## config.mk

```make
export PLATFORM = sky130hd
export DESIGN_NAME = led_pixel_dim_spi_encoder
export DESIGN_NICKNAME = d
export VERILOG_FILES = /design/src/hw/rtl/lpd_pkg.sv /design/src/hw/rtl/lpd_front.sv /design/src/hw/rtl/lpd_fifo.sv /design/src/hw/rtl/lpd_back.sv /design/src/hw/rtl/led_pixel_dim_spi_encoder.sv
export SDC_FILE = /design/constraint.sdc
export NUM_CORES = 1
export LEC_CHECK = 0
export ABC_CLOCK_PERIOD_IN_PS = 12390
export BUFFER_PORTS_ARGS = -buffer_cell sky130_fd_sc_hd__clkbuf_2
export CORE_ASPECT_RATIO = 1.1
export CORE_MARGIN = 4
export CORE_UTILIZATION = 68
export DETAILED_ROUTE_END_ITERATION = 10
export PLACE_DENSITY_LB_ADDON = 0.2
export SETUP_SLACK_MARGIN = 0.5
export SLEW_MARGIN = 10
export SYNTH_ARGS = -nofsm -noshare
export SYNTH_HDL_FRONTEND = slang
export SYNTH_SLANG_ARGS = --single-unit
```

## constraint.sdc

```tcl
create_clock -name clk_i -period 12.39 [get_ports clk_i]
set_clock_uncertainty 0.05 [all_clocks]
set_input_delay 1.8585 -clock clk_i [delete_from_list [all_inputs] [get_ports clk_i]]
set_output_delay 1.8585 -clock clk_i [all_outputs]
set_load 0.005 [all_outputs]
```

## src/hw/rtl/lpd_pkg.sv

```systemverilog
// lpd_pkg: shared types, constants and the nibble line code for the led pixel encoder
// no dependencies
package lpd_pkg;

  localparam int unsigned ResetCountDef  = 2;
  localparam int unsigned MaxResults     = 8;
  localparam int unsigned WordsPerPixel  = 6;
  localparam int unsigned QueueDepth     = 2;
  localparam logic [7:0]  DimReset       = 8'd4;
  localparam logic [7:0]  ByteMax        = 8'hFF;
  localparam logic [3:0]  LineOne        = 4'hE;
  localparam logic [3:0]  LineZero       = 4'h8;
  localparam logic        RegGlobalDim   = 1'b0;

  typedef struct packed {
    logic       start;
    logic [7:0] green;
    logic [7:0] red;
    logic [7:0] blue;
  } pixel_t;

  typedef struct packed {
    logic empty;
    logic full;
  } q_stat_t;

  function automatic logic [15:0] nibble_code(input logic [3:0] nib);
    logic [15:0] w;
    w = '0;
    for (int i = 0; i < 4; i++) begin
      w[i*4 +: 4] = nib[i] ? LineOne : LineZero;
    end
    return w;
  endfunction

endpackage

```

## src/hw/rtl/lpd_front.sv

```systemverilog
// lpd_front: accepts pixels and applies pixel scale and global dim in two stages
// depends on lpd_pkg
module lpd_front (
  input  logic                  clk_i,
  input  logic                  rst_ni,
  input  logic [7:0]            dim_level_i,
  input  logic                  in_valid_i,
  output logic                  in_stall_o,
  input  logic                  start_frame_i,
  input  logic [7:0]            pixel_scale_i,
  input  logic [7:0]            red_i,
  input  logic [7:0]            green_i,
  input  logic [7:0]            blue_i,
  input  lpd_pkg::q_stat_t      q_stat_i,
  output logic                  push_o,
  output lpd_pkg::pixel_t       push_data_o
);
  import lpd_pkg::*;

  logic       s1_valid_q, s1_valid_d;
  logic       s1_start_q;
  logic [7:0] s1_scale_q;
  logic [8:0] s1_green_q, s1_red_q, s1_blue_q;

  logic [15:0] g_prod1, r_prod1, b_prod1;
  logic [16:0] g_prod2, r_prod2, b_prod2;
  logic [9:0]  g_sh, r_sh, b_sh;

  assign in_stall_o = s1_valid_q && q_stat_i.full;
  assign s1_valid_d = in_stall_o ? s1_valid_q : in_valid_i;

  // first multiply: green by pixel scale, red and blue by global dim
  assign g_prod1 = 16'(green_i) * 16'(pixel_scale_i);
  assign r_prod1 = 16'(red_i) * 16'(dim_level_i);
  assign b_prod1 = 16'(blue_i) * 16'(dim_level_i);

  always_ff @(posedge clk_i or negedge rst_ni) begin
    if (!rst_ni) begin
      s1_valid_q <= 1'b0;
    end else begin
      s1_valid_q <= s1_valid_d;
    end
  end

  always_ff @(posedge clk_i) begin
    if (!in_stall_o) begin
      s1_start_q <= start_frame_i;
      s1_scale_q <= pixel_scale_i;
      s1_green_q <= g_prod1[15:7];
      s1_red_q   <= r_prod1[15:7];
      s1_blue_q  <= b_prod1[15:7];
    end
  end

  // second multiply and clip
  assign g_prod2 = 17'(s1_green_q) * 17'(dim_level_i);
  assign r_prod2 = 17'(s1_red_q) * 17'(s1_scale_q);
  assign b_prod2 = 17'(s1_blue_q) * 17'(s1_scale_q);
  assign g_sh    = g_prod2[16:7];
  assign r_sh    = r_prod2[16:7];
  assign b_sh    = b_prod2[16:7];

  always_comb begin
    push_data_o.start = s1_start_q;
    push_data_o.green = (g_sh > 10'(ByteMax)) ? ByteMax : g_sh[7:0];
    push_data_o.red   = (r_sh > 10'(ByteMax)) ? ByteMax : r_sh[7:0];
    push_data_o.blue  = (b_sh > 10'(ByteMax)) ? ByteMax : b_sh[7:0];
  end

  assign push_o = s1_valid_q && !q_stat_i.full;

endmodule

```

## src/hw/rtl/lpd_fifo.sv

```systemverilog
// lpd_fifo: short queue of scaled pixels between front and back
// depends on lpd_pkg
module lpd_fifo (
  input  logic             clk_i,
  input  logic             rst_ni,
  input  logic             push_i,
  input  lpd_pkg::pixel_t  push_data_i,
  input  logic             pop_i,
  output lpd_pkg::pixel_t  head_o,
  output lpd_pkg::q_stat_t stat_o
);
  import lpd_pkg::*;

  localparam int unsigned AW = (QueueDepth > 1) ? $clog2(QueueDepth) : 1;
  localparam int unsigned CW = $clog2(QueueDepth + 1);
  localparam logic [AW-1:0] LastPtr = AW'(QueueDepth - 1);

  pixel_t        mem_q [QueueDepth];
  logic [AW-1:0] wr_ptr_q, wr_ptr_d, rd_ptr_q, rd_ptr_d;
  logic [CW-1:0] count_q, count_d;
  logic          do_push, do_pop;

  assign stat_o.empty = (count_q == '0);
  assign stat_o.full  = (count_q == CW'(QueueDepth));
  assign do_push      = push_i && !stat_o.full;
  assign do_pop       = pop_i && !stat_o.empty;
  assign head_o       = mem_q[rd_ptr_q];

  always_comb begin
    wr_ptr_d = wr_ptr_q;
    rd_ptr_d = rd_ptr_q;
    count_d  = count_q;
    if (do_push) begin
      wr_ptr_d = (wr_ptr_q == LastPtr) ? '0 : wr_ptr_q + AW'(1);
    end
    if (do_pop) begin
      rd_ptr_d = (rd_ptr_q == LastPtr) ? '0 : rd_ptr_q + AW'(1);
    end
    if (do_push && !do_pop) begin
      count_d = count_q + CW'(1);
    end else if (do_pop && !do_push) begin
      count_d = count_q - CW'(1);
    end
  end

  always_ff @(posedge clk_i or negedge rst_ni) begin
    if (!rst_ni) begin
      wr_ptr_q <= '0;
      rd_ptr_q <= '0;
      count_q  <= '0;
    end else begin
      wr_ptr_q <= wr_ptr_d;
      rd_ptr_q <= rd_ptr_d;
      count_q  <= count_d;
    end
  end

  always_ff @(posedge clk_i) begin
    if (do_push) begin
      mem_q[wr_ptr_q] <= push_data_i;
    end
  end

endmodule

```

## src/hw/rtl/lpd_back.sv

```systemverilog
// lpd_back: word sequencer, emits reset words and nibble-coded channel words
// depends on lpd_pkg
module lpd_back #(
  parameter int unsigned RESET_COUNT = lpd_pkg::ResetCountDef
) (
  input  logic             clk_i,
  input  logic             rst_ni,
  input  lpd_pkg::pixel_t  head_i,
  input  lpd_pkg::q_stat_t q_stat_i,
  output logic             pop_o,
  output logic             out_valid_o,
  input  logic             out_stall_i,
  output logic [15:0]      spi_word_o,
  output logic             last_word_o
);
  import lpd_pkg::*;

  localparam int unsigned NRst = (RESET_COUNT > MaxResults - WordsPerPixel) ?
                                 MaxResults - WordsPerPixel : RESET_COUNT;
  localparam int unsigned PhW  = $clog2(NRst + WordsPerPixel);
  localparam logic [PhW-1:0] PhData = PhW'(NRst);
  localparam logic [PhW-1:0] PhLast = PhW'(NRst + WordsPerPixel - 1);
  localparam logic [PhW-1:0] IdxLast = PhW'(WordsPerPixel - 1);

  logic [PhW-1:0] phase_q, phase_d, cur_phase, idx;
  logic           out_valid_q, out_valid_d;
  logic [15:0]    word_q, word_d;
  logic           last_q, last_d;
  logic           can_load, emit;
  logic [7:0]     sel_byte;

  assign can_load  = !out_valid_q || !out_stall_i;
  assign emit      = can_load && !q_stat_i.empty;
  assign cur_phase = (phase_q == '0 && !head_i.start) ? PhData : phase_q;
  assign idx       = cur_phase - PhData;
  assign pop_o     = emit && (cur_phase == PhLast);

  always_comb begin
    case (idx[2:1])
      2'd0:    sel_byte = head_i.green;
      2'd1:    sel_byte = head_i.red;
      default: sel_byte = head_i.blue;
    endcase
  end

  always_comb begin
    if (cur_phase < PhData) begin
      word_d = '0;
      last_d = 1'b0;
    end else begin
      word_d = nibble_code(idx[0] ? sel_byte[3:0] : sel_byte[7:4]);
      last_d = (idx == IdxLast);
    end
  end

  always_comb begin
    phase_d     = phase_q;
    out_valid_d = out_valid_q;
    if (can_load) begin
      out_valid_d = !q_stat_i.empty;
    end
    if (emit) begin
      phase_d = (cur_phase == PhLast) ? '0 : cur_phase + PhW'(1);
    end
  end

  always_ff @(posedge clk_i or negedge rst_ni) begin
    if (!rst_ni) begin
      phase_q     <= '0;
      out_valid_q <= 1'b0;
    end else begin
      phase_q     <= phase_d;
      out_valid_q <= out_valid_d;
    end
  end

  always_ff @(posedge clk_i) begin
    if (emit) begin
      word_q <= word_d;
      last_q <= last_d;
    end
  end

  assign out_valid_o = out_valid_q;
  assign spi_word_o  = word_q;
  assign last_word_o = last_q;

endmodule

```

## src/hw/rtl/led_pixel_dim_spi_encoder.sv

```systemverilog
// channel     | handshake                  | payload
// pixel in    | in_valid_i / in_stall_o    | start_frame_i pixel_scale_i red_i green_i blue_i
// word out    | out_valid_o / out_stall_i  | spi_word_o last_word_o
// config      | apb psel penable pwrite    | paddr pwdata prdata, dim level at 0x0
// one word per cycle out unless stalled or queue empty; a pixel is 6 words, 6 + min(RESET_COUNT, 2) with start_frame
// the word sequencer in the back part sets the rate; first word registered after the front register and queue
// front runs two multiply stages, a 2-entry queue lets front and back stall independently
// rst_ni asynchronous active low; clears control state and sets the dim level to 4
// top level: config register and the front, queue and back parts; uses lpd_pkg
module led_pixel_dim_spi_encoder #(
  parameter int unsigned RESET_COUNT = lpd_pkg::ResetCountDef
) (
  input  logic        clk_i,
  input  logic        rst_ni,
  input  logic        psel,
  input  logic        penable,
  input  logic        pwrite,
  input  logic [2:0]  paddr,
  input  logic [31:0] pwdata,
  output logic [31:0] prdata,
  output logic        pready,
  input  logic        in_valid_i,
  output logic        in_stall_o,
  input  logic        start_frame_i,
  input  logic [7:0]  pixel_scale_i,
  input  logic [7:0]  red_i,
  input  logic [7:0]  green_i,
  input  logic [7:0]  blue_i,
  output logic        out_valid_o,
  input  logic        out_stall_i,
  output logic [15:0] spi_word_o,
  output logic        last_word_o
);
  import lpd_pkg::*;

  logic [7:0] dim_q, dim_d;
  logic       cfg_wr;
  pixel_t     push_data, head;
  q_stat_t    q_stat;
  logic       push, pop;

  assign pready = 1'b1;
  assign cfg_wr = psel && penable && pwrite && pready && (paddr[2] == RegGlobalDim);
  assign dim_d  = cfg_wr ? pwdata[7:0] : dim_q;
  assign prdata = (paddr[2] == RegGlobalDim) ? {24'd0, dim_q} : 32'd0;

  always_ff @(posedge clk_i or negedge rst_ni) begin
    if (!rst_ni) begin
      dim_q <= DimReset;
    end else begin
      dim_q <= dim_d;
    end
  end

  lpd_front u_front (
    .clk_i         (clk_i),
    .rst_ni        (rst_ni),
    .dim_level_i   (dim_q),
    .in_valid_i    (in_valid_i),
    .in_stall_o    (in_stall_o),
    .start_frame_i (start_frame_i),
    .pixel_scale_i (pixel_scale_i),
    .red_i         (red_i),
    .green_i       (green_i),
    .blue_i        (blue_i),
    .q_stat_i      (q_stat),
    .push_o        (push),
    .push_data_o   (push_data)
  );

  lpd_fifo u_fifo (
    .clk_i       (clk_i),
    .rst_ni      (rst_ni),
    .push_i      (push),
    .push_data_i (push_data),
    .pop_i       (pop),
    .head_o      (head),
    .stat_o      (q_stat)
  );

  lpd_back #(
    .RESET_COUNT (RESET_COUNT)
  ) u_back (
    .clk_i       (clk_i),
    .rst_ni      (rst_ni),
    .head_i      (head),
    .q_stat_i    (q_stat),
    .pop_o       (pop),
    .out_valid_o (out_valid_o),
    .out_stall_i (out_stall_i),
    .spi_word_o  (spi_word_o),
    .last_word_o (last_word_o)
  );

endmodule

```

# After elaboration in Yosys (flattened, before gate mapping)
# Memory sizes are Yosys's and may differ from the RTL's.
# Cells that the tools add are included.
totals:
  regBits: 70
  ram_bits: 50
  in_bits: 75
  memories: 1
op_classes:
  n_addsub: 6
  n_mul: 6
  n_lt_le_gt_ge: 4
  n_eq_ne: 4
  mux: 18
  bitwise: 1
  reduce_logical: 24
memory_table:
  columns: ["name", "words", "word_bits", "rd", "rd_ports_with_merged_regs", "write_ports", "line", "rtl"]
  rows:
  - ["u_fifo.mem_q", 2, 25, 1, 0, 1, "lpd_fifo.sv:18", "pixel_t mem_q [QueueDepth];"]
op_table:
  columns: ["operator", "count"]
  rows:
  - ["9-bit by 8-bit multiplier with 17-bit output", 3]
  - ["8-bit by 8-bit multiplier with 16-bit output", 3]
  - ["8-bit 2-to-1 mux", 4]
  - ["10-bit by 8-bit greater-than comparator with 1-bit output, second input constant", 3]
  - ["3-bit 2-to-1 mux", 6]
  - ["8-bit case mux with 2 select lines", 1]
  - ["1-bit logical AND", 12]
  - ["1-bit logical NOT", 7]
  - ["3-bit equality test, second input constant", 2]
  - ["2-bit logical NOT", 2]
  - ["1-bit 2-to-1 mux", 4]
  - ["2-bit 2-to-1 mux", 2]
  - ["4-bit 2-to-1 mux", 1]
  - ["3-bit by 1-bit adder with 3-bit output, second input constant", 1]
  - ["3-bit logical NOT", 1]
  - ["3-bit by 2-bit < comparator with 1-bit output, second input constant", 1]
  - ["3-bit by 2-bit subtractor with 3-bit output, second input constant", 1]
  - ["1-bit adder, second input constant", 2]
  - ["2-bit by 1-bit adder with 2-bit output, second input constant", 1]
  - ["2-bit by 1-bit equality test with 1-bit output, second input constant", 1]
  - ["2-bit equality test, second input constant", 1]
  - ["2-bit nonzero test", 1]
  - ["2-bit by 1-bit subtractor with 2-bit output, second input constant", 1]
  - ["1-bit logical OR", 1]
  - ["1-bit inverter", 1]

# Depth between registers and ports, before layout
# An unclocked memory read counts as a cell.
depth:
  word_depth: 10
  depth_mapped: 18
  ltp_nobuf: 17

# Cells and area by module
# From an unflattened synthesis, not the netlist that was laid out.
unflattened:
  hier_cells: 1672
  area_unflattened_um2: 16738.6
by_module_without_submodules:
  columns: ["mod", "n_inst", "cells_each", "area_per_inst_um2", "seq_area_each_um2"]
  rows:
  - ["lpd_front", 1, 1453, 13367.8, 1106.1]
  - ["lpd_fifo", 1, 97, 2102.0, 1601.5]
  - ["lpd_back", 1, 70, 688.2, 280.3]
  - ["led_pixel_dim_spi_encoder", 1, 52, 580.6, 201.4]

# Worst setup path after synthesis
# Ideal clock, no wire load.
synth_path:
  path_kind: "input port to flip-flop"
  from: "input blue_i[3]"
  to: "register u_front.s1_blue_q[8], data pin"
  setup_time_ps: 260
  arrival_ps: 5716
  required_time_ps: 12080
  path_slack_ps: 6364
  cell_stages: 15
  path_buffers: 0
  cell_sequence: "and2_1 -> fa_1 -> fa_1 -> inv_1 -> fa_1 -> inv_1 -> fa_1 -> ha_1 -> or2_1 -> a311oi_2 -> o31ai_2 -> o41a_1 -> a211o_2 -> a21oi_2 -> xnor2_1"
synth_via:
  elab_chain_len: 1
synth_rtl:
  columns: ["item", "line", "rtl"]
  rows:
  - ["start, declared", "led_pixel_dim_spi_encoder.sv:28", "input logic [7:0] blue_i,"]
  - ["8-bit by 8-bit multiplier with 16-bit output", "lpd_front.sv:35", "assign b_prod1 = 16'(blue_i) * 16'(dim_level_i);"]
  - ["net u_front.b_prod1[15]", "lpd_front.sv:25", "logic [15:0] g_prod1, r_prod1, b_prod1;"]
  - ["end signal, assigned", "lpd_front.sv:51", "s1_blue_q <= b_prod1[15:7];"]
  - ["end, declared", "lpd_front.sv:23", "logic [8:0] s1_green_q, s1_red_q, s1_blue_q;"]
# The timed path passes the listed nets, and every way through them passes these cells.
# A chain may end at the register's enable or synchronous reset.

# Final worst setup path
layout_path:
  from: "input pixel_scale_i[2]"
  to: "register u_front.s1_green_q[8], data pin"
layout_via:
  elab_chain_len: 1
layout_rtl:
  columns: ["item", "line", "rtl"]
  rows:
  - ["start, declared", "led_pixel_dim_spi_encoder.sv:25", "input logic [7:0] pixel_scale_i,"]
  - ["8-bit by 8-bit multiplier with 16-bit output", "lpd_front.sv:33", "assign g_prod1 = 16'(green_i) * 16'(pixel_scale_i);"]
  - ["net u_front.g_prod1[15]", "lpd_front.sv:25", null]
  - ["end signal, assigned", "lpd_front.sv:49", "s1_green_q <= g_prod1[15:7];"]
  - ["end, declared", "lpd_front.sv:23", null]
# The timed path passes the listed nets, and every way through them passes these cells.

==> results by group <==
Hold path
  – Min-delay src: u_front.s1_start_q$_DFFE_PN_
  – Hold crit path type: reg -> reg
  – Hold-critical path depth: 0
  – Min-Delay Endpoint: u_fifo.mem_q[0][24]$_DFFE_PP_

Detailed routing
  – Routed wire length per instance: 16.1 microns
  – DR pass1 iterations: 5
  – ANT nets after route: 0
  – Via density: 5.59
  – Residual DRC count: 0
  – Via count: 11100
  – Routed wire length: 31900 microns
  – DRT iter0 DRCs: 441

CTS
  – CTS tree: done
  – Post-CTS setup repair buffer count: 0
  – Clock root buffer master: clkbuf_16
  – # resized after CTS: 0
  – CTS clk-pin slew, worst paths: 0.08 ns
  – CTS max path bufs: 2
  – Clock sink count: 109
  – Num CTS Buffers: 9
  – H-tree depth: 3
  – Clock latency on the worst-skew pair: 0.36 ns
  – Hold buffer count at CTS: 0

Yosys
  – Warning count from the yosys run: 0
  – Mapped cell area: 16400 sq um
  – Post-synth EDFFs: 92
  – Mapped Cells: 1629
  – Post-synth top area share: 0.279
  – Avg Synthesized Cell Area: 10.0 sq um
  – Post-synth ARST share: 0.156
  – Primary FF master, synth: edfxtp_1
  – #FFs+latches synth: 109
  – Area contributors post-synth: fa_1, edfxtp_1, ha_1
  – Register area share after synthesis: 0.195
  – Post-synth cell types: 60
  – Post-synth top area cell: fa_1

Layout
  – Area grow syn2layout: 4.80%
  – Nets@finish: 2182
  – Fillers: 1759
  – Layout cells sized above 1: 0.0763
  – Ant diodes: 0

GRT
  – First-pass GRT wire length: 55800 microns
  – Initial antenna violation count: 2
  – GR Util All Layers: 0.257
  – Largest net degree at the start of global routing: 39
  – Global route overflow: 0
  – Vias in the first global route: 12000

STA
  – Unrepaired setup endpoints after global routing: no
  – Final hold violations: 0
  – Final min period: 6.17 ns
  – Setup violations, final: 0
  – Final Max Slew Viols: 0
  – Fmax: 162 MHz
  – Fin Setup TNS: 0 ns
  – Period utilization: 0.498
  – Slew Limit Headroom: 0.234
  – Worst slew pin tran: 1.15 ns

Worst setup path
  – Crit. End Element: flop
  – CP required: 12.46 ns
  – Reg-to-reg endpoint: u_fifo.mem_q[1][10]$_DFFE_PP_
  – Critical path class: in -> reg
  – Flop2flop setup slack: 6.78 ns
  – Reg-to-reg startpoint: u_front.s1_scale_q[7]$_DFFE_PN_
  – Worst setup SP type: input port
  – FF-to-FF path depth: 16
  – CP Max Fanout: 9
  – WP data arrival: 6.23 ns

Die
  – DIE WIDTH: 156 microns
  – I/O pin cnt: 127
  – Die area: 26600 sq um
  – Die Y: 171 microns
  – Core Rows: 59
  – Area of the core: 23700 sq um
  – Initial Util: 0.690

Run
  – Max_cap viols: 0

Placement
  – Input/output buffers: 71
  – Gp weighted congestion: 0.828
  – Detailed placement HPWL: 25800 microns

Run status
  – Status: completed
[sequential cells by signal, summed over array words and instances (netlist names)]
name                flops
u_front.s1_valid_q      1
dim_q                   8
u_front.s1_green_q      9
u_front.s1_blue_q       9
u_back.spi_word_o       5
u_front.s1_start_q      1
u_front.s1_red_q        9
u_fifo.wr_ptr_q         1
u_back.out_valid_o      1
u_fifo.count_q          2
u_back.phase_q          3
u_fifo.mem_q           50
u_fifo.rd_ptr_q         1
u_front.s1_scale_q      8
u_back.last_word_o      1
[per-layer routing]
layer | part of all wire | vias to the layer above | wire length (microns) | GRT usage
met4 | 0.018 | 4 | 563 | 0.0636
met3 | 0.038 | 42 | 1210 | 0.0283
met2 | 0.53 | 246 | 16800 | 0.469
li1 | - | 5186 | - | -
met5 | 0.0011 | - | 34 | 0
met1 | 0.42 | 5607 | 13300 | 0.328
[worst max-delay path by stage]
stage	startpoint	to	cells after the start
6_report	pixel_scale_i[2]	u_front.s1_green_q[8]$_DFFE_PN_	16
3_5_place_dp	pixel_scale_i[2]	u_front.s1_green_q[8]$_DFFE_PN_	16
4_1_cts	pixel_scale_i[2]	u_front.s1_green_q[8]$_DFFE_PN_	16
5_1_grt	pixel_scale_i[2]	u_front.s1_green_q[8]$_DFFE_PN_	16
3_3_place_gp	pixel_scale_i[2]	u_front.s1_green_q[8]$_DFFE_PN_	16
2_1_floorplan	blue_i[3]	u_front.s1_blue_q[8]$_DFFE_PN_	15
[synth_stat cells, types with 3 or more instances]
cell type	count
inv_1	278
xnor2_1	22
a21oi_1	28
or3_1	6
buf_4	36
dfrtp_1	16
edfxtp_1	92
nand2b_1	24
ha_1	207
and2_2	4
nand4_1	5
nor2b_1	13
fa_1	228
a211oi_1	9
nand2_1	128
and2_1	285
nand3_1	11
a21o_1	11
o21a_1	9
a221oi_1	5
o21ai_0	11
a31oi_1	4
a22oi_1	4
clkbuf_1	32
nor2_1	47
and3_1	5
mux4_2	4
a22o_1	4
xor2_1	31
and4b_1	3
nor3_1	13
mux2_2	17
[per-stage QoR]
| step | worst slack (ns) | util | area (sq um) | std cells | hold slack [ns] |
|---|---|---|---|---|---|
| global route | 6.00 | 0.723 | 17100 | 1982 | 0.403 |
| detailed placement | 5.86 | 0.710 | 16800 | 1966 | 0.382 |
| floorplan | 6.36 | - | 16500 | 1656 | 0.371 |
| global placement | 5.95 | 0.710 | 16800 | 1966 | 0.382 |
| CTS | 6.21 | 0.723 | 17100 | 1982 | 0.391 |
| finish | 6.22 | 0.723 | 17100 | 1982 | 0.391 |
[placed cells by master (no fill, tap or decap), types with 22 or more instances in the layout]
cell      synthesis  layout
xor2_1           31      31
a21oi_1          28      28
fa_1            228     228
xnor2_1          22      22
nor2_1           47      46
nand2b_1         24      24
clkbuf_2          0      71
ha_1            207     207
conb_1            2      29
and2_1          285     285
nand2_1         128     128
inv_1           278     278
edfxtp_1         92      92
[cell type report]
| cell class | instances | area, sq um | share of cell area |
|---|---|---|---|
| Clock inverter | 7 | 91.3 | 0.00533 |
| Sequential cell | 109 | 3190 | 0.186 |
| Timing Repair Buffer | 74 | 378 | 0.0220 |
| Inverter | 278 | 1040 | 0.0609 |
| Multi-Input combinational cell | 1200 | 11800 | 0.690 |
| Tap cell | 305 | 382 | 0.0223 |
| Clock buffer | 9 | 225 | 0.0131 |
[critical path: stages]
cell and delay, ns:
clkbuf_2 0.17, and2_1 0.21, fa_1 0.44, fa_1 0.49, inv_1 0.05, fa_1 0.54, inv_1 0.05, fa_1 0.43
ha_1 0.21, or3_1 0.36, a31oi_1 0.26, o31ai_1 0.21, o41ai_2 0.45, o211ai_1 0.21, a21oi_1 0.21, xnor2_1 0.07
[kinds of logic after synthesis]
family	synth area share
other	0.000459
and+or+nand+nor	0.183
buffers and inverters	0.0879
adders and majority gates	0.437
muxes	0.0184
AOI/OAI and AO/OA	0.0491
DFF	0.195
xor gates and xnor gates	0.0284
Power is not shown: default switching activity piles up to over one toggle a cycle in this logic, so the estimate is an artifact.
